$ cat src/sv/opl_sb_pkg.sv
`default_nettype none

package opl_sb_pkg;

    // Access handlers selected by the dispatch tables
    typedef enum logic [3:0] {
        H_NONE         = 4'd0,
        H_IGNORE       = 4'd1,
        H_FM_READ      = 4'd2,
        H_FM_ADDR      = 4'd3,
        H_FM_DATA      = 4'd4,
        H_HI_READ      = 4'd5,
        H_HI_LOW_ADDR  = 4'd6,
        H_HI_HIGH_ADDR = 4'd7,
        H_HI_DATA      = 4'd8,
        H_DSP_READ     = 4'd9,
        H_MIXER_WRITE  = 4'd10,
        H_DSP_RESET    = 4'd11,
        H_DSP_WRITE    = 4'd12,
        H_DSP_WBUF     = 4'd13,
        H_DSP_AVAIL    = 4'd14
    } handler_t;

    // Configuration register indexes
    typedef enum logic [1:0] {
        CFG_SB_BASE = 2'd0,
        CFG_OPL3    = 2'd1,
        CFG_DELAY   = 2'd2
    } cfg_index_t;

    localparam logic [15:0] FM_BASE_PORT    = 16'h0388;
    localparam logic [3:0]  LPT_CTRL_ADDR   = 4'd13;
    localparam logic [3:0]  LPT_CTRL_DATA   = 4'd12;
    localparam logic [3:0]  LPT_CTRL_HIGH   = 4'd5;
    localparam logic [5:0]  DLY_SHORT       = 6'd6;
    localparam logic [5:0]  DLY_LONG        = 6'd35;
    localparam logic [8:0]  TIMER_CTRL_ADDR = 9'd4;

    localparam logic [7:0]  T1_MASK         = 8'hC1;
    localparam logic [7:0]  T1_MATCH        = 8'h01;
    localparam logic [7:0]  T1_FLAGS        = 8'hC0;
    localparam logic [7:0]  T2_MASK         = 8'hA2;
    localparam logic [7:0]  T2_MATCH        = 8'h02;
    localparam logic [7:0]  T2_FLAGS        = 8'hA0;
    localparam logic [7:0]  OPL2_ID_BITS    = 8'h06;

    localparam logic [7:0]  DSP_RESET_REPLY = 8'hAA;
    localparam logic [7:0]  DSP_CMD_VERSION = 8'hE1;
    localparam logic [7:0]  DSP_CMD_IDENT   = 8'hE0;
    localparam logic [7:0]  DSP_CMD_DIRECT  = 8'h10;
    localparam logic [7:0]  DSP_CMD_MIDI    = 8'h38;
    localparam logic [7:0]  DSP_CMD_TCONST  = 8'h40;
    localparam logic [7:0]  DSP_CMD_IRQ     = 8'hF2;
    localparam logic [7:0]  VER_OPL3_MAJOR  = 8'd3;
    localparam logic [7:0]  VER_OPL3_MINOR  = 8'd2;
    localparam logic [7:0]  VER_OPL2_MAJOR  = 8'd1;
    localparam logic [7:0]  VER_OPL2_MINOR  = 8'd5;
    localparam logic [7:0]  AVAIL_FLAGS     = 8'hFF;

    // One result word
    typedef struct packed {
        logic       claimed;
        logic [7:0] read_data;
        logic       lpt_write;
        logic [7:0] lpt_data;
        logic [3:0] lpt_control;
        logic [5:0] settle_delay;
        logic       raise_irq;
    } result_t;

    // Fixed FM ports 0x388..0x38B
    function automatic handler_t fixed_lookup(input logic [1:0] idx, input logic wr);
        handler_t h;
        begin
            case (idx)
                2'd0:    h = wr ? H_FM_ADDR : H_FM_READ;
                2'd1:    h = wr ? H_FM_DATA : H_FM_READ;
                2'd2:    h = wr ? H_HI_HIGH_ADDR : H_HI_READ;
                default: h = wr ? H_HI_DATA : H_HI_READ;
            endcase
            return h;
        end
    endfunction

    // Sixteen-port blaster window
    function automatic handler_t window_lookup(input logic [3:0] idx, input logic wr);
        handler_t h;
        begin
            case (idx)
                4'h0:    h = wr ? H_HI_LOW_ADDR : H_HI_READ;
                4'h1:    h = wr ? H_HI_DATA : H_HI_READ;
                4'h2:    h = wr ? H_HI_HIGH_ADDR : H_HI_READ;
                4'h3:    h = wr ? H_HI_DATA : H_HI_READ;
                4'h4:    h = H_IGNORE;
                4'h5:    h = wr ? H_MIXER_WRITE : H_DSP_READ;
                4'h6:    h = wr ? H_DSP_RESET : H_IGNORE;
                4'h8:    h = wr ? H_FM_ADDR : H_FM_READ;
                4'h9:    h = wr ? H_FM_DATA : H_FM_READ;
                4'hA:    h = wr ? H_IGNORE : H_DSP_READ;
                4'hC:    h = wr ? H_DSP_WRITE : H_DSP_WBUF;
                4'hE:    h = wr ? H_IGNORE : H_DSP_AVAIL;
                default: h = H_NONE;
            endcase
            return h;
        end
    endfunction

endpackage

`default_nettype wire

$ cat src/sv/opl_sb_if.sv
`default_nettype none

// Request channel: one bus access per word
interface opl_sb_req_if;
    logic        valid;
    logic        ready;
    logic        cmd;
    logic [15:0] port;
    logic [7:0]  data_in;

    modport source (output valid, output cmd, output port, output data_in, input ready);
    modport sink   (input valid, input cmd, input port, input data_in, output ready);
endinterface

// Response channel: one result per access
interface opl_sb_rsp_if;
    logic       valid;
    logic       ready;
    logic       claimed;
    logic [7:0] read_data;
    logic       lpt_write;
    logic [7:0] lpt_data;
    logic [3:0] lpt_control;
    logic [5:0] settle_delay;
    logic       raise_irq;

    modport source (output valid, output claimed, output read_data, output lpt_write,
                    output lpt_data, output lpt_control, output settle_delay,
                    output raise_irq, input ready);
    modport sink   (input valid, input claimed, input read_data, input lpt_write,
                    input lpt_data, input lpt_control, input settle_delay,
                    input raise_irq, output ready);
endinterface

`default_nettype wire

$ cat src/sv/opl_sb_decode.sv
`default_nettype none

module opl_sb_decode (
    input  wire logic                [15:0] port,
    input  wire logic                       wr,
    input  wire logic                [15:0] window_base,
    output opl_sb_pkg::handler_t            handler
);
    import opl_sb_pkg::*;

    logic fixed_hit;
    logic window_hit;

    // Fixed ports win over an overlapping window
    assign fixed_hit  = (port[15:2] == FM_BASE_PORT[15:2]);
    assign window_hit = (window_base != 16'd0) && (window_base[3:0] == 4'd0)
                        && (port[15:4] == window_base[15:4]);

    always_comb
    begin
        if (fixed_hit)
        begin
            handler = fixed_lookup(port[1:0], wr);
        end
        else if (window_hit)
        begin
            handler = window_lookup(port[3:0], wr);
        end
        else
        begin
            handler = H_NONE;
        end
    end

endmodule

`default_nettype wire

$ cat src/sv/opl_sb_exec.sv
`default_nettype none

module opl_sb_exec (
    input  wire logic                 clk,
    input  wire logic                 rst_n,
    input  wire logic                 fire,
    input  wire opl_sb_pkg::handler_t handler,
    input  wire logic                 wr,
    input  wire logic           [7:0] data_in,
    input  wire logic                 opl3_mode,
    input  wire logic                 delay_enable,
    output opl_sb_pkg::result_t       result
);
    import opl_sb_pkg::*;

    logic [8:0] sel_reg,    sel_next;
    logic [7:0] tctl_reg,   tctl_next;
    logic       await_reg,  await_next;
    logic [7:0] reply0_reg, reply0_next;
    logic [7:0] reply1_reg, reply1_next;

    logic [7:0] status;
    logic       lpt_w;
    logic [3:0] lpt_c;
    logic [5:0] lpt_dly;
    logic [7:0] rd;
    logic       irq;
    logic [5:0] data_dly;

    // Timers report expiry at once
    always_comb
    begin
        status = 8'd0;
        if ((tctl_reg & T1_MASK) == T1_MATCH)
        begin
            status = status | T1_FLAGS;
        end
        if ((tctl_reg & T2_MASK) == T2_MATCH)
        begin
            status = status | T2_FLAGS;
        end
        if (!opl3_mode)
        begin
            status = status | OPL2_ID_BITS;
        end
    end

    assign data_dly = opl3_mode ? DLY_SHORT : DLY_LONG;

    // Run the selected handler
    always_comb
    begin
        sel_next    = sel_reg;
        tctl_next   = tctl_reg;
        await_next  = await_reg;
        reply0_next = reply0_reg;
        reply1_next = reply1_reg;
        rd          = 8'd0;
        lpt_w       = 1'b0;
        lpt_c       = 4'd0;
        lpt_dly     = 6'd0;
        irq         = 1'b0;
        case (handler)
            H_IGNORE:
            begin
                rd = wr ? 8'd0 : data_in;
            end
            H_FM_READ:
            begin
                rd = status;
            end
            H_HI_READ:
            begin
                rd = opl3_mode ? status : 8'd0;
            end
            H_FM_ADDR, H_HI_LOW_ADDR:
            begin
                if (handler == H_FM_ADDR || opl3_mode)
                begin
                    sel_next = {1'b0, data_in};
                    lpt_w    = 1'b1;
                    lpt_c    = LPT_CTRL_ADDR;
                    lpt_dly  = DLY_SHORT;
                end
            end
            H_FM_DATA, H_HI_DATA:
            begin
                if (handler == H_FM_DATA || opl3_mode)
                begin
                    if (sel_reg == TIMER_CTRL_ADDR)
                    begin
                        tctl_next = data_in;
                    end
                    lpt_w   = 1'b1;
                    lpt_c   = LPT_CTRL_DATA;
                    lpt_dly = data_dly;
                end
            end
            H_HI_HIGH_ADDR:
            begin
                if (opl3_mode)
                begin
                    sel_next = {1'b1, data_in};
                    lpt_w    = 1'b1;
                    lpt_c    = LPT_CTRL_HIGH;
                    lpt_dly  = DLY_SHORT;
                end
            end
            H_DSP_READ:
            begin
                rd          = reply0_reg;
                reply0_next = reply1_reg;
            end
            H_MIXER_WRITE:
            begin
                reply0_next = data_in;
                reply1_next = data_in;
            end
            H_DSP_RESET:
            begin
                await_next  = 1'b0;
                reply0_next = DSP_RESET_REPLY;
                reply1_next = DSP_RESET_REPLY;
            end
            H_DSP_WRITE:
            begin
                if (await_reg)
                begin
                    reply0_next = ~data_in;
                    reply1_next = ~data_in;
                    await_next  = 1'b0;
                end
                else
                begin
                    case (data_in)
                        DSP_CMD_IDENT, DSP_CMD_DIRECT, DSP_CMD_MIDI, DSP_CMD_TCONST:
                        begin
                            await_next = 1'b1;
                        end
                        DSP_CMD_VERSION:
                        begin
                            reply0_next = opl3_mode ? VER_OPL3_MAJOR : VER_OPL2_MAJOR;
                            reply1_next = opl3_mode ? VER_OPL3_MINOR : VER_OPL2_MINOR;
                        end
                        DSP_CMD_IRQ:
                        begin
                            irq = 1'b1;
                        end
                        default:
                        begin
                            reply0_next = 8'd0;
                            reply1_next = 8'd0;
                        end
                    endcase
                end
            end
            H_DSP_WBUF:
            begin
                rd = 8'd0;
            end
            H_DSP_AVAIL:
            begin
                rd = AVAIL_FLAGS;
            end
            default:
            begin
            end
        endcase
    end

    // Pack the result word
    always_comb
    begin
        result.claimed      = (handler != H_NONE);
        result.read_data    = rd;
        result.lpt_write    = lpt_w;
        result.lpt_data     = lpt_w ? data_in : 8'd0;
        result.lpt_control  = lpt_c;
        result.settle_delay = delay_enable ? lpt_dly : 6'd0;
        result.raise_irq    = irq;
    end

    // Commit state when the access executes
    always_ff @(posedge clk or negedge rst_n)
    begin
        if (!rst_n)
        begin
            sel_reg    <= 9'd0;
            tctl_reg   <= 8'd0;
            await_reg  <= 1'b0;
            reply0_reg <= DSP_RESET_REPLY;
            reply1_reg <= DSP_RESET_REPLY;
        end
        else if (fire)
        begin
            sel_reg    <= sel_next;
            tctl_reg   <= tctl_next;
            await_reg  <= await_next;
            reply0_reg <= reply0_next;
            reply1_reg <= reply1_next;
        end
    end

endmodule

`default_nettype wire

$ cat src/sv/opl_sb_port_access_emulator_top.sv
// FM synthesizer / blaster port access emulator.
//
// req carries one bus access per word: cmd (0 read, 1 write), port and
// data_in. rsp returns one result word for every access: claim flag, read
// byte, a parallel-port byte write with its control value and settle delay,
// and an interrupt request from the DSP stub.
// Configuration goes through cfg_we / cfg_index / cfg_data while no access
// is in flight: 0 window base, 1 OPL3 mode, 2 delay enable.
//
// An access is registered in the input register on acceptance; when the
// result register is free or being taken, the access executes and its
// result is computed and registered in the result register.
// One access per cycle is sustained while rsp does not stall.
// When rsp stalls the result holds and one more access can wait in the
// input register before req.ready drops.
// Reset empties both registers, clears the selected register, the timer
// control and the DSP operand-wait state, and loads 0xAA into both reply bytes.
`default_nettype none

module opl_sb_port_access_emulator_top (
    input  wire logic         clk,
    input  wire logic         rst_n,
    opl_sb_req_if.sink        req,
    opl_sb_rsp_if.source      rsp,
    input  wire logic         cfg_we,
    input  wire logic   [1:0] cfg_index,
    input  wire logic  [15:0] cfg_data
);
    import opl_sb_pkg::*;

    logic [15:0] base_reg;
    logic        opl3_reg;
    logic        delay_reg;

    logic        s1_valid_reg;
    logic        s1_wr_reg;
    logic [15:0] s1_port_reg;
    logic [7:0]  s1_data_reg;
    logic        s2_valid_reg;
    result_t     s2_res_reg;

    logic        s1_load;
    logic        s2_load;
    logic        fire;
    handler_t    handler;
    result_t     res_next;

    // Write configuration registers
    always_ff @(posedge clk or negedge rst_n)
    begin
        if (!rst_n)
        begin
            base_reg  <= 16'd0;
            opl3_reg  <= 1'b0;
            delay_reg <= 1'b0;
        end
        else if (cfg_we)
        begin
            case (cfg_index)
                CFG_SB_BASE: base_reg  <= cfg_data;
                CFG_OPL3:    opl3_reg  <= cfg_data[0];
                CFG_DELAY:   delay_reg <= cfg_data[0];
                default:
                begin
                end
            endcase
        end
    end

    // Advance the two stages
    assign s2_load   = !s2_valid_reg || rsp.ready;
    assign s1_load   = !s1_valid_reg || s2_load;
    assign fire      = s1_valid_reg && s2_load;
    assign req.ready = s1_load;

    always_ff @(posedge clk or negedge rst_n)
    begin
        if (!rst_n)
        begin
            s1_valid_reg <= 1'b0;
            s2_valid_reg <= 1'b0;
        end
        else
        begin
            if (s1_load)
            begin
                s1_valid_reg <= req.valid;
            end
            if (s2_load)
            begin
                s2_valid_reg <= s1_valid_reg;
            end
        end
    end

    // Hold the accepted access
    always_ff @(posedge clk)
    begin
        if (s1_load && req.valid)
        begin
            s1_wr_reg   <= req.cmd;
            s1_port_reg <= req.port;
            s1_data_reg <= req.data_in;
        end
    end

    opl_sb_decode u_decode (
        .port        (s1_port_reg),
        .wr          (s1_wr_reg),
        .window_base (base_reg),
        .handler     (handler)
    );

    opl_sb_exec u_exec (
        .clk          (clk),
        .rst_n        (rst_n),
        .fire         (fire),
        .handler      (handler),
        .wr           (s1_wr_reg),
        .data_in      (s1_data_reg),
        .opl3_mode    (opl3_reg),
        .delay_enable (delay_reg),
        .result       (res_next)
    );

    // Hold the result word
    always_ff @(posedge clk)
    begin
        if (fire)
        begin
            s2_res_reg <= res_next;
        end
    end

    assign rsp.valid        = s2_valid_reg;
    assign rsp.claimed      = s2_res_reg.claimed;
    assign rsp.read_data    = s2_res_reg.read_data;
    assign rsp.lpt_write    = s2_res_reg.lpt_write;
    assign rsp.lpt_data     = s2_res_reg.lpt_data;
    assign rsp.lpt_control  = s2_res_reg.lpt_control;
    assign rsp.settle_delay = s2_res_reg.settle_delay;
    assign rsp.raise_irq    = s2_res_reg.raise_irq;

    // A forwarded byte or an interrupt only comes from a claimed port
    a_lpt_claimed: assert property (@(posedge clk) disable iff (!rst_n)
        (rsp.valid && (rsp.lpt_write || rsp.raise_irq)) |-> rsp.claimed)
        else $error("forwarded byte or irq from unclaimed port");

    // A delay is requested only for a forwarded byte with delays enabled
    a_delay_gated: assert property (@(posedge clk) disable iff (!rst_n)
        (rsp.valid && rsp.settle_delay != 6'd0) |-> (rsp.lpt_write && delay_reg))
        else $error("settle delay without forwarded write");

    // Writes never return read data
    a_write_no_read: assert property (@(posedge clk) disable iff (!rst_n)
        (fire && s1_wr_reg) |-> (res_next.read_data == 8'd0))
        else $error("read data on a write access");

    // An executed access shows up as a result on the next edge
    a_fire_result: assert property (@(posedge clk) disable iff (!rst_n)
        fire |=> s2_valid_reg)
        else $error("executed access lost");

    // Input stage full and result stalled blocks the request channel
    a_backpressure: assert property (@(posedge clk) disable iff (!rst_n)
        (s1_valid_reg && s2_valid_reg && !rsp.ready) |-> !req.ready)
        else $error("access taken while both stages are full");

endmodule

`default_nettype wire

$ cat src/flat_wrapper.sv
// flat-port wrapper written by rule: the top's interface ports become plain ports
module opl_sb_port_access_emulator_top_flat import opl_sb_pkg::*;
  (clk, rst_n, cfg_we, cfg_index, cfg_data, req_valid, req_cmd, req_port, req_data_in, req_ready, rsp_valid, rsp_claimed, rsp_read_data, rsp_lpt_write, rsp_lpt_data, rsp_lpt_control, rsp_settle_delay, rsp_raise_irq, rsp_ready);
  opl_sb_req_if req_i ();
  opl_sb_rsp_if rsp_i ();
  input  wire logic clk;
  input  wire logic rst_n;
  input  wire logic cfg_we;
  input  wire logic   [1:0] cfg_index;
  input  wire logic  [15:0] cfg_data;
  input wire logic [$bits(req_i.valid)-1:0] req_valid;
  input wire logic [$bits(req_i.cmd)-1:0] req_cmd;
  input wire logic [$bits(req_i.port)-1:0] req_port;
  input wire logic [$bits(req_i.data_in)-1:0] req_data_in;
  output wire logic [$bits(req_i.ready)-1:0] req_ready;
  output wire logic [$bits(rsp_i.valid)-1:0] rsp_valid;
  output wire logic [$bits(rsp_i.claimed)-1:0] rsp_claimed;
  output wire logic [$bits(rsp_i.read_data)-1:0] rsp_read_data;
  output wire logic [$bits(rsp_i.lpt_write)-1:0] rsp_lpt_write;
  output wire logic [$bits(rsp_i.lpt_data)-1:0] rsp_lpt_data;
  output wire logic [$bits(rsp_i.lpt_control)-1:0] rsp_lpt_control;
  output wire logic [$bits(rsp_i.settle_delay)-1:0] rsp_settle_delay;
  output wire logic [$bits(rsp_i.raise_irq)-1:0] rsp_raise_irq;
  input wire logic [$bits(rsp_i.ready)-1:0] rsp_ready;
  assign req_i.valid = req_valid;
  assign req_i.cmd = req_cmd;
  assign req_i.port = req_port;
  assign req_i.data_in = req_data_in;
  assign req_ready = req_i.ready;
  assign rsp_valid = rsp_i.valid;
  assign rsp_claimed = rsp_i.claimed;
  assign rsp_read_data = rsp_i.read_data;
  assign rsp_lpt_write = rsp_i.lpt_write;
  assign rsp_lpt_data = rsp_i.lpt_data;
  assign rsp_lpt_control = rsp_i.lpt_control;
  assign rsp_settle_delay = rsp_i.settle_delay;
  assign rsp_raise_irq = rsp_i.raise_irq;
  assign rsp_i.ready = rsp_ready;
  opl_sb_port_access_emulator_top u_core (.clk(clk), .rst_n(rst_n), .req(req_i), .rsp(rsp_i), .cfg_we(cfg_we), .cfg_index(cfg_index), .cfg_data(cfg_data));
endmodule
$ cat config.mk
export PLATFORM = sky130hd
export DESIGN_NAME = opl_sb_port_access_emulator_top_flat
export DESIGN_NICKNAME = d
export VERILOG_FILES = /design/src/sv/opl_sb_pkg.sv /design/src/sv/opl_sb_if.sv /design/src/sv/opl_sb_decode.sv /design/src/sv/opl_sb_exec.sv /design/src/sv/opl_sb_port_access_emulator_top.sv /design/src/flat_wrapper.sv
export SDC_FILE = /design/constraint.sdc
export NUM_CORES = 1
export LEC_CHECK = 0
export BUFFER_PORTS_ARGS = -buffer_cell sky130_fd_sc_hd__buf_2
export CAP_MARGIN = 20
export CORE_MARGIN = 2
export CORE_UTILIZATION = 45
export CTS_BUF_LIST = sky130_fd_sc_hd__clkbuf_4 sky130_fd_sc_hd__clkbuf_8 sky130_fd_sc_hd__clkbuf_16
export DETAILED_ROUTE_END_ITERATION = 8
export GPL_TIMING_DRIVEN = 0
export PLACE_DENSITY = 0.76
export SLEW_MARGIN = 5
export SYNTH_ARGS = -nofsm -noshare
export SYNTH_HDL_FRONTEND = slang
export SYNTH_HIERARCHICAL = 1
export SYNTH_SLANG_ARGS = --single-unit
export TNS_END_PERCENT = 30
$ cat constraint.sdc
create_clock -name clk -period 9.6 [get_ports clk]
set_input_delay 0.96 -clock clk [delete_from_list [all_inputs] [get_ports clk]]
set_output_delay 0.96 -clock clk [all_outputs]
set_load 0.03 [all_outputs]
==> results of run 1 <==
==> critical path, cell delays in order (launching register included) <==
cell      delay, ns
dfrtp_1        0.38
or4_1          0.53
nor4_1         0.36
nand4_1        0.28
o32ai_1        0.54
buf_2          0.31
clkbuf_1       0.37
clkbuf_1       0.46
nand2_1        0.14
o21ai_0        0.43
nand4b_1       0.24
nand4b_1       0.14
==> path summary, 6_finish.rpt <==
| kind | startpoint | endpoint | slack [ns] | cells after the start |
|---|---|---|---|---|
| max reg2reg | u_core/base_reg[1]$_DFFE_PN0P_ | u_core/rsp.read_data[7]$_DFFE_PP_ | 5.29 | 11 |
| min in group asynchronous | rst_n | u_core/u_exec/reply1_reg[4]$_DFFE_PN0P_ | 0.61 | 1 |
| min reg2reg | u_core/s1_valid_reg$_DFFE_PN0P_ | u_core/rsp.valid$_DFFE_PN0P_ | 0.49 | 1 |
| max | u_core/base_reg[1]$_DFFE_PN0P_ | u_core/rsp.read_data[7]$_DFFE_PP_ | 5.29 | 11 |
| max in group asynchronous | rst_n | u_core/delay_reg$_DFFE_PN0P_ | 8.43 | 2 |
| min | u_core/s1_valid_reg$_DFFE_PN0P_ | u_core/rsp.valid$_DFFE_PN0P_ | 0.49 | 1 |
==> cells in the mapped netlist, types with 3 or more instances <==
| cell type | n |
|---|---|
| nor4_1 | 10 |
| buf_2 | 3 |
| a221o_1 | 6 |
| a31oi_1 | 3 |
| nand2_1 | 29 |
| mux2_4 | 10 |
| nor4bb_1 | 4 |
| mux2_2 | 31 |
| edfxtp_1 | 54 |
| o22ai_1 | 3 |
| dfstp_2 | 8 |
| a22oi_1 | 9 |
| nand3_1 | 6 |
| xor2_1 | 12 |
| nand3b_1 | 6 |
| nand4_1 | 3 |
| or3_1 | 3 |
| a221oi_1 | 4 |
| o21ai_0 | 18 |
| buf_1 | 3 |
| nor2_1 | 16 |
| nor3_1 | 4 |
| nor3b_1 | 4 |
| buf_4 | 7 |
| a21oi_1 | 11 |
| dfrtp_1 | 43 |
| inv_1 | 6 |
| nand2b_1 | 16 |
| nor4b_1 | 3 |
| o32ai_1 | 5 |
| nor2b_1 | 15 |
| or4_1 | 3 |
| nand4b_1 | 6 |
| clkbuf_1 | 17 |
| a2bb2oi_1 | 6 |
==> metrics by stage <==
step | area, µm² | power (mW) | hold slack [ns] | util
final | 6100 | 1.01 | 0.487 | 0.539
after global routing | 6100 | 1.04 | 0.514 | 0.539
after CTS | 6080 | 1.01 | 0.491 | 0.537
after detailed placement | 5780 | 0.646 | 0.485 | 0.511
after global placement | 5750 | 0.639 | 0.456 | 0.508
after floorplan | 5180 | 0.603 | 0.449 | -
==> cell type report <==
| type | instances | area, µm² | area share |
|---|---|---|---|
| plain buffers | 32 | 169 | 0.0277 |
| clock buffers | 10 | 233 | 0.0382 |
| clock inverters | 6 | 67.6 | 0.0111 |
| inverters | 6 | 22.5 | 0.00369 |
| multi-input cells | 278 | 2090 | 0.343 |
| flip-flops and latches | 105 | 2910 | 0.477 |
| well taps | 143 | 179 | 0.0293 |
| repair buffers | 80 | 425 | 0.0698 |
==> metal layers <==
layer | track usage | up-vias
li1 | - | 1755
met1 | 0.258 | 1862
met2 | 0.310 | 177
met3 | 0.0399 | 32
met4 | 0.0749 | 0
met5 | 0 | -
==> cells by family after synthesis <==
group	synth area share
flip-flops	0.562
adder cells (fa/ha/maj)	0.00193
AND/OR/NAND/NOR	0.168
XOR/XNOR	0.0237
AO/OA/AOI/OAI	0.108
other	0.000724
multiplexers	0.0984
buffers and inverters	0.0370
==> power breakdown <==
part           switching [mW]  total (mW)  internal (mW)
sequential             0.0200       0.527          0.507
clock                   0.165       0.371          0.206
combinational          0.0659       0.111         0.0447
==> results by group, run 1 <==
Run status
  – Status: completed

GRT
  – Pin count of the biggest net entering global routing: 35
  – Global-route wire length before repair: 18800 µm
  – Aggregate global routing overflow: 0
  – All-Layer GR Usage: 0.193
  – Initial antenna violation count: 0
  – Vias in the first global route: 3667

Power
  – IR Drop Worst-Case VDD: 109 µV
  – PD cells: 165 mW/mm²
  – Static Leak: 2.45 nW

Placement
  – Routability cong.: 0.898
  – Pre-CTS setup slack: 5.37 ns
  – Dpl hpwl: 8340 µm
  – # port buffers: 78
  – Placed Instances: 643

Detailed routing
  – Metal-1 WL: 5070 µm
  – Drt drc: 0
  – Via density: 5.80
  – Highest routed layer: met4
  – Final wirelength: 11800 µm
  – DR iter-0 viols: 332
  – DRT antenna net count: 0
  – Via count: 3826
  – Initial DRT Pass Iterations: 7
  – Metal2 WL: 5640 µm
  – Met3 routed WL: 754 µm
  – WL per Instance: 17.9 µm

Setup path
  – Critical Path AT: 4.52 ns
  – Critical path peak fanout: 10
  – Setup CP Type: flop to flop
  – Worst setup SP type: flop
  – CP endpoint kind: flop
  – CP required: 9.82 ns

Clocking
  – H-Tree Depth: 3
  – Bufs on Longest Clock Path: 2
  – Worst-path clk slew: 0.07 ns
  – Postcts setup bufs: 0
  – Cts bufs inserted: 9
  – Total clock sinks: 105
  – CTS tree: built
  – Clock tree root driver cell: clkbuf_16
  – Post-cts sizing count: 0
  – Skew-Pair Late Insertion Delay: 0.35 ns
  – Cts hold-fix bufs: 0

Yosys
  – Syn_area_per_cell: 12.4 µm²
  – Post-Syn Area: 0.00518 mm²
  – Async S/R FF share, synth: 0.486
  – Post-synth top area share: 0.313
  – Area contributors post-synth: edfxtp_1, dfrtp_1, mux2_2
  – Cell count after synthesis: 419
  – Top FF cell, synth: edfxtp_1
  – Seq cells post-synth: 105
  – Yosys Warn Count: 6
  – Cell taking the most area after synthesis: edfxtp_1
  – EDFF count, synth: 54
  – Yosys cell types: 62
  – Sequential-to-total area share from yosys stat: 0.562

Finish
  – Post-Layout Cell Count: 660
  – Layout area overhead: 17.8%
  – Fill cells: 968
  – Most frequent cells in the layout: buf_2, edfxtp_1, dfrtp_1, mux2_2, nand2_1
  – Share of layout cells above drive strength 1: 0.321
  – Final nets: 560
  – Most common cell after layout, fill and taps aside: buf_2
  – Antenna cells: 0

Timing
  – Worst slew pin tran: 0.949 ns
  – PnR worst setup slack: 5.29 ns
  – Post-Route Setup TNS: 0 ns
  – Final setup vio count: 0
  – Period utilization: 0.449
  – Slew headroom: 0.365
  – Final Slew Violations: 0
  – Minimum clock period: 4.31 ns
  – Fin. Hold Viols: 0
  – RSZ-0062 raised after global routing: false
  – Max Freq: 232 MHz
  – Fin Clk Skew: 0.00633 ns

Floorplan
  – # rows: 39
  – IO Count: 79
  – Die Height: 111 µm
  – Die width: 111 µm
  – Full die area: 0.0124 mm²
  – Core area: 0.0113 mm²
  – Initial Util: 0.457

Hold path
  – Hold WC Path Type: flop to flop

Run
  – MaxCap Viol Count: 0
Note: power is estimated with default switching activity, not from simulation.
==> run 2: changes to the inputs <==
Clock period 9.6 ns to 4.03 ns, I/O delays scaled along.
==> results by group, run 2 (synthesis results as in run 1) <==
Clocking
  – Skew-Pair Late Insertion Delay: 0.35 ns
  – CTS tree: built
  – H-Tree Depth: 3
  – Worst-path clk slew: 0.07 ns
  – Cts bufs inserted: 9
  – Bufs on Longest Clock Path: 2
  – Clock tree root driver cell: clkbuf_16
  – Total clock sinks: 105

Setup path
  – CP required: 4.26 ns
  – R2r setup slk: 0.17 ns
  – R2R Path Start: u_core/base_reg[1]$_DFFE_PN0P_
  – Setup CP Type: flop to flop
  – Top delay family on crit path: simple AND/OR/NAND/NOR gates
  – CP endpoint kind: flop
  – Crit-path cells: or4_1, nor4_1, nand4_1, o32ai_2, buf_2, nor3b_1, o21ai_1, a211oi_4, mux2_4
  – Max stage delay cell, worst path: a211oi_4
  – Worst setup SP type: flop
  – WP buf/inv: 1
  – Critical path's largest stage delay: 0.55 ns
  – R2R Path End: u_core/u_exec/reply1_reg[0]$_DFFE_PN0P_
  – Critical Path AT: 4.09 ns
  – Critical path peak fanout: 10
  – R2R depth: 9

Timing
  – Final setup vio count: 0
  – Fin. Hold Viols: 0
  – Period utilization: 0.958
  – Minimum clock period: 3.86 ns
  – Slew headroom: 0.345
  – Max Freq: 259 MHz
  – Final Slew Violations: 0
  – Worst slew pin tran: 0.974 ns
  – Fin Clk Skew: 0.00736 ns
  – Post-Route Setup TNS: 0 ns
  – Hold WS: 0.0634 ns

Finish
  – Multi-input gate area: 0.00214 mm²
  – Most common cell after layout, fill and taps aside: buf_2
  – Fill cells: 959
  – Antenna cells: 0
  – Sequential Area: 0.00291 mm²
  – Layout area overhead: 19.2%
  – Final nets: 562
  – Share of layout cells above drive strength 1: 0.335
  – Most frequent cells in the layout: buf_2, edfxtp_1, dfrtp_1, mux2_2, nand2_1

Floorplan
  – Die width: 111 µm
  – Initial Util: 0.457
  – Full die area: 0.0124 mm²
  – IO Count: 79
  – Core area: 0.0113 mm²
  – Die Height: 111 µm
  – # rows: 39

GRT
  – Vias in the first global route: 3687
  – Initial antenna violation count: 0
  – Pin count of the biggest net entering global routing: 35
  – Global-route wire length before repair: 18800 µm
  – Aggregate global routing overflow: 0
  – All-Layer GR Usage: 0.192

Detailed routing
  – Via count: 3795
  – Final wirelength: 11800 µm
  – WL per Instance: 17.8 µm
  – Via density: 5.73
  – Drt drc: 0
  – DR iter-0 viols: 293
  – Initial DRT Pass Iterations: 6
  – DRT antenna net count: 0

Placement
  – Routability cong.: 0.898
  – Dpl hpwl: 8340 µm
  – # port buffers: 78

Hold path
  – Hold WC Path Type: input port to async pin

Power
  – Static Leak: 2.48 nW
  – IR Drop Worst-Case VDD: 260 µV
  – PD cells: 389 mW/mm²

Run
  – MaxCap Viol Count: 0

Run status
  – Status: completed
[run 2: cell types whose count changed in the layout (fill, tap and decap cells not counted), moves of 2 or more]
cell     change
nor3_1       -2
nor3_2       +2
o32ai_1      -3
o32ai_2      +2
[run 2: worst max-delay path by stage]
stage / depth (start not counted) / end / slack, ns / start
after floorplan: 8 / u_core/u_exec/reply0_reg[0]$_DFFE_PN0P_ / 0.66 / u_core/base_reg[1]$_DFFE_PN0P_
after global placement: 9 / u_core/rsp.read_data[7]$_DFFE_PP_ / -0.23 / u_core/base_reg[1]$_DFFE_PN0P_
after detailed placement: 11 / u_core/rsp.read_data[7]$_DFFE_PP_ / -0.20 / u_core/base_reg[1]$_DFFE_PN0P_
after CTS: 11 / u_core/rsp.read_data[7]$_DFFE_PP_ / 0.007 / u_core/base_reg[1]$_DFFE_PN0P_
after global routing: 10 / u_core/rsp.read_data[6]$_DFFE_PP_ / -0.01 / u_core/base_reg[1]$_DFFE_PN0P_
final: 9 / u_core/u_exec/reply1_reg[0]$_DFFE_PN0P_ / 0.17 / u_core/base_reg[1]$_DFFE_PN0P_
[run 2: report_power, final]
group          internal, mW  switching [mW]
clock                 0.491           0.389
combinational         0.107           0.159
sequential             1.21          0.0477
[run 2: repair_timing]
| item | in CTS | in global routing |
|---|---|---|
| setup endpoints to repair | 21 | 37 |
| hold buffers | 0 | 0 |
| setup buffers | 0 | 2 |
| pin swaps | 0 | 3 |
| gates resized for setup | 4 | 4 |
[run 2: worst register-to-register path, delay by kind of cell, from the launching register on]
kind | cells | cell delay, ns
compound gates | 3 | 1.23
buf+inv | 1 | 0.28
flops | 1 | 0.38
mux | 1 | 0.34
simple gates | 4 | 1.51
[run 2: final cells by class]
| class | instances | share of cell area |
|---|---|---|
| Buffer | 32 | 0.0276 |
| Clock buffer | 10 | 0.0377 |
| Clock inverter | 6 | 0.0110 |
| Inverter | 6 | 0.00365 |
| Multi-Input combinational cell | 278 | 0.346 |
| Sequential cell | 105 | 0.471 |
| Tap cell | 143 | 0.0290 |
| Timing Repair Buffer | 82 | 0.0734 |
[run 2: metrics by stage]
stage               area (µm²)  cells  setup WS, ns  utilization  power [mW]
floorplan                 5180    421         0.665            -        1.44
global placement          5750    642        -0.231        0.508        1.52
detailed placement        5780    643        -0.199        0.511        1.54
CTS                       6110    659       0.00728        0.539        2.42
global route              6170    662       -0.0150        0.545        2.49
finish                    6170    662         0.170        0.545        2.40
[run 2: routing by layer]
layer / GRT usage / vias up / wire (µm)
met5: 0 / - / 0
met4: 0.0765 / 0 / 246
li1: - / 1757 / -
met3: 0.0405 / 22 / 745
met2: 0.310 / 173 / 5730
met1: 0.254 / 1843 / 5030
==> run 3: changes to the inputs <==
Settings changed: PLACE_DENSITY 0.76 to 0.64.
==> results by group, run 3 (synthesis results as in run 1) <==
Timing
  – Final setup vio count: 0
  – Minimum clock period: 3.90 ns
  – RSZ-0062 raised after global routing: true
  – Fin. Hold Viols: 0
  – Max Freq: 256 MHz
  – Post-Route Setup TNS: 0 ns
  – Hold WS: 0.231 ns
  – Period utilization: 0.968
  – Slew headroom: 0.463
  – Fin Clk Skew: 0.00815 ns
  – PnR worst setup slack: 0.129 ns
  – Final Slew Violations: 0
  – Worst slew pin tran: 0.805 ns

Placement
  – Routability cong.: 0.883
  – # port buffers: 78
  – Pre-CTS setup slack: -0.197 ns
  – Area post-placement: 0.00578 mm²
  – Placed Instances: 644
  – Dpl hpwl: 8280 µm

Power
  – PD cells: 390 mW/mm²
  – Sw frac: 0.240
  – Seq pwr share: 0.520
  – Switching power: 577 µW
  – Static Leak: 2.49 nW
  – Combinational share of power: 0.110
  – Clk pwr share: 0.369
  – IR Drop Worst-Case VDD: 219 µV
  – Final Power: 2.41 mW
  – Int Pwr: 1.83 mW

Run
  – MaxCap Viol Count: 0

Setup path
  – Critical Path AT: 4.12 ns
  – CP endpoint kind: flop
  – Setup CP Type: flop to flop
  – R2r setup slk: 0.13 ns
  – Worst setup SP type: flop
  – Critical path peak fanout: 10
  – CP required: 4.25 ns

Hold path
  – Hold WC Path Type: input port to flop

GRT
  – Global-route wire length before repair: 19500 µm
  – Initial antenna violation count: 0
  – All-Layer GR Usage: 0.200
  – Vias in the first global route: 3727
  – Pin count of the biggest net entering global routing: 39
  – Aggregate global routing overflow: 0

Clocking
  – Worst-path clk slew: 0.07 ns
  – CTS tree: built
  – Skew-Pair Late Insertion Delay: 0.34 ns
  – H-Tree Depth: 3
  – Cts bufs inserted: 9
  – Clock tree root driver cell: clkbuf_16
  – Total clock sinks: 105
  – Bufs on Longest Clock Path: 2

Finish
  – Utilization after layout: 0.545
  – Most frequent cells in the layout: buf_2, edfxtp_1, dfrtp_1, mux2_2, nand2_1
  – Post-Layout Cell Count: 663
  – Final nets: 563
  – Post-Layout Inst Area: 0.00617 mm²
  – Most common cell after layout, fill and taps aside: buf_2
  – Antenna cells: 0
  – Layout area overhead: 19.2%
  – Share of layout cells above drive strength 1: 0.335

Floorplan
  – Die width: 111 µm
  – # rows: 39
  – Initial Util: 0.457
  – Die Height: 111 µm
  – Core area: 0.0113 mm²
  – Full die area: 0.0124 mm²
  – IO Count: 79

Detailed routing
  – Via count: 3731
  – WL per Instance: 17.6 µm
  – DR iter-0 viols: 208
  – DRT antenna net count: 0
  – Initial DRT Pass Iterations: 5
  – Via density: 5.63
  – Final wirelength: 11600 µm
  – Drt drc: 0

Run status
  – Status: completed
[run 3: worst paths after layout]
kind,from,end,cells past startpoint
hold / removal,req_port[15],u_core/s1_port_reg[15]$_DFFE_PP_,1
setup reg to reg,u_core/base_reg[1]$_DFFE_PN0P_,u_core/u_exec/reply0_reg[0]$_DFFE_PN0P_,11
setup / recovery,u_core/base_reg[1]$_DFFE_PN0P_,u_core/u_exec/reply0_reg[0]$_DFFE_PN0P_,11
min in group asynchronous,rst_n,u_core/u_exec/reply0_reg[0]$_DFFE_PN0P_,2
max in group asynchronous,rst_n,u_core/u_exec/reply1_reg[7]$_DFFE_PN1P_,3
hold reg to reg,u_core/s1_valid_reg$_DFFE_PN0P_,u_core/rsp.valid$_DFFE_PN0P_,1
[run 3: per-layer routing]
metal | share of wire | track usage
met5 | 0 | 0
met4 | 0.014 | 0.0683
met3 | 0.059 | 0.0405
met2 | 0.48 | 0.319
met1 | 0.45 | 0.274
[run 3: power by group through the flow]
| stage | combinational [mW] | clock [mW] | sequential, mW |
|---|---|---|---|
| final | 0.265 | 0.890 | 1.25 |
| after floorplan | 0.133 | 0 | 1.30 |
| after global placement | 0.252 | 0 | 1.27 |
| after global routing | 0.290 | 0.968 | 1.26 |
| after detailed placement | 0.261 | 0 | 1.28 |
| after CTS | 0.263 | 0.921 | 1.26 |
[run 3: cell type report]
cell class | instances | area [µm²]
buffer | 32 | 170
fill | 960 | 5150
sequential | 105 | 2910
tap | 143 | 179
multi-input combinational | 278 | 2130
inverter | 6 | 22.5
timing repair buffer | 83 | 448
clock inverter | 3 | 18.8
clock buffer | 13 | 297
[run 3: repair_timing]
| item | 4_1_cts | 5_1_grt |
|---|---|---|
| pin swaps | 2 | 1 |
| buffers inserted | 0 | 1 |
| gates resized for setup | 3 | 5 |
| setup endpoints to repair | 23 | 48 |
| hold buffers | 1 | 0 |
| hold endpoints to repair | 6 | 0 |
[run 3: critical path: stages (launching register included)]
cell,delay [ns]
dfrtp_1,0.38
or4_1,0.54
nor4_1,0.38
nand4_1,0.15
buf_4,0.19
o32ai_1,0.37
clkbuf_1,0.38
nor2_1,0.18
nor2_1,0.11
o21ai_0,0.17
a211oi_4,0.57
mux2_4,0.36
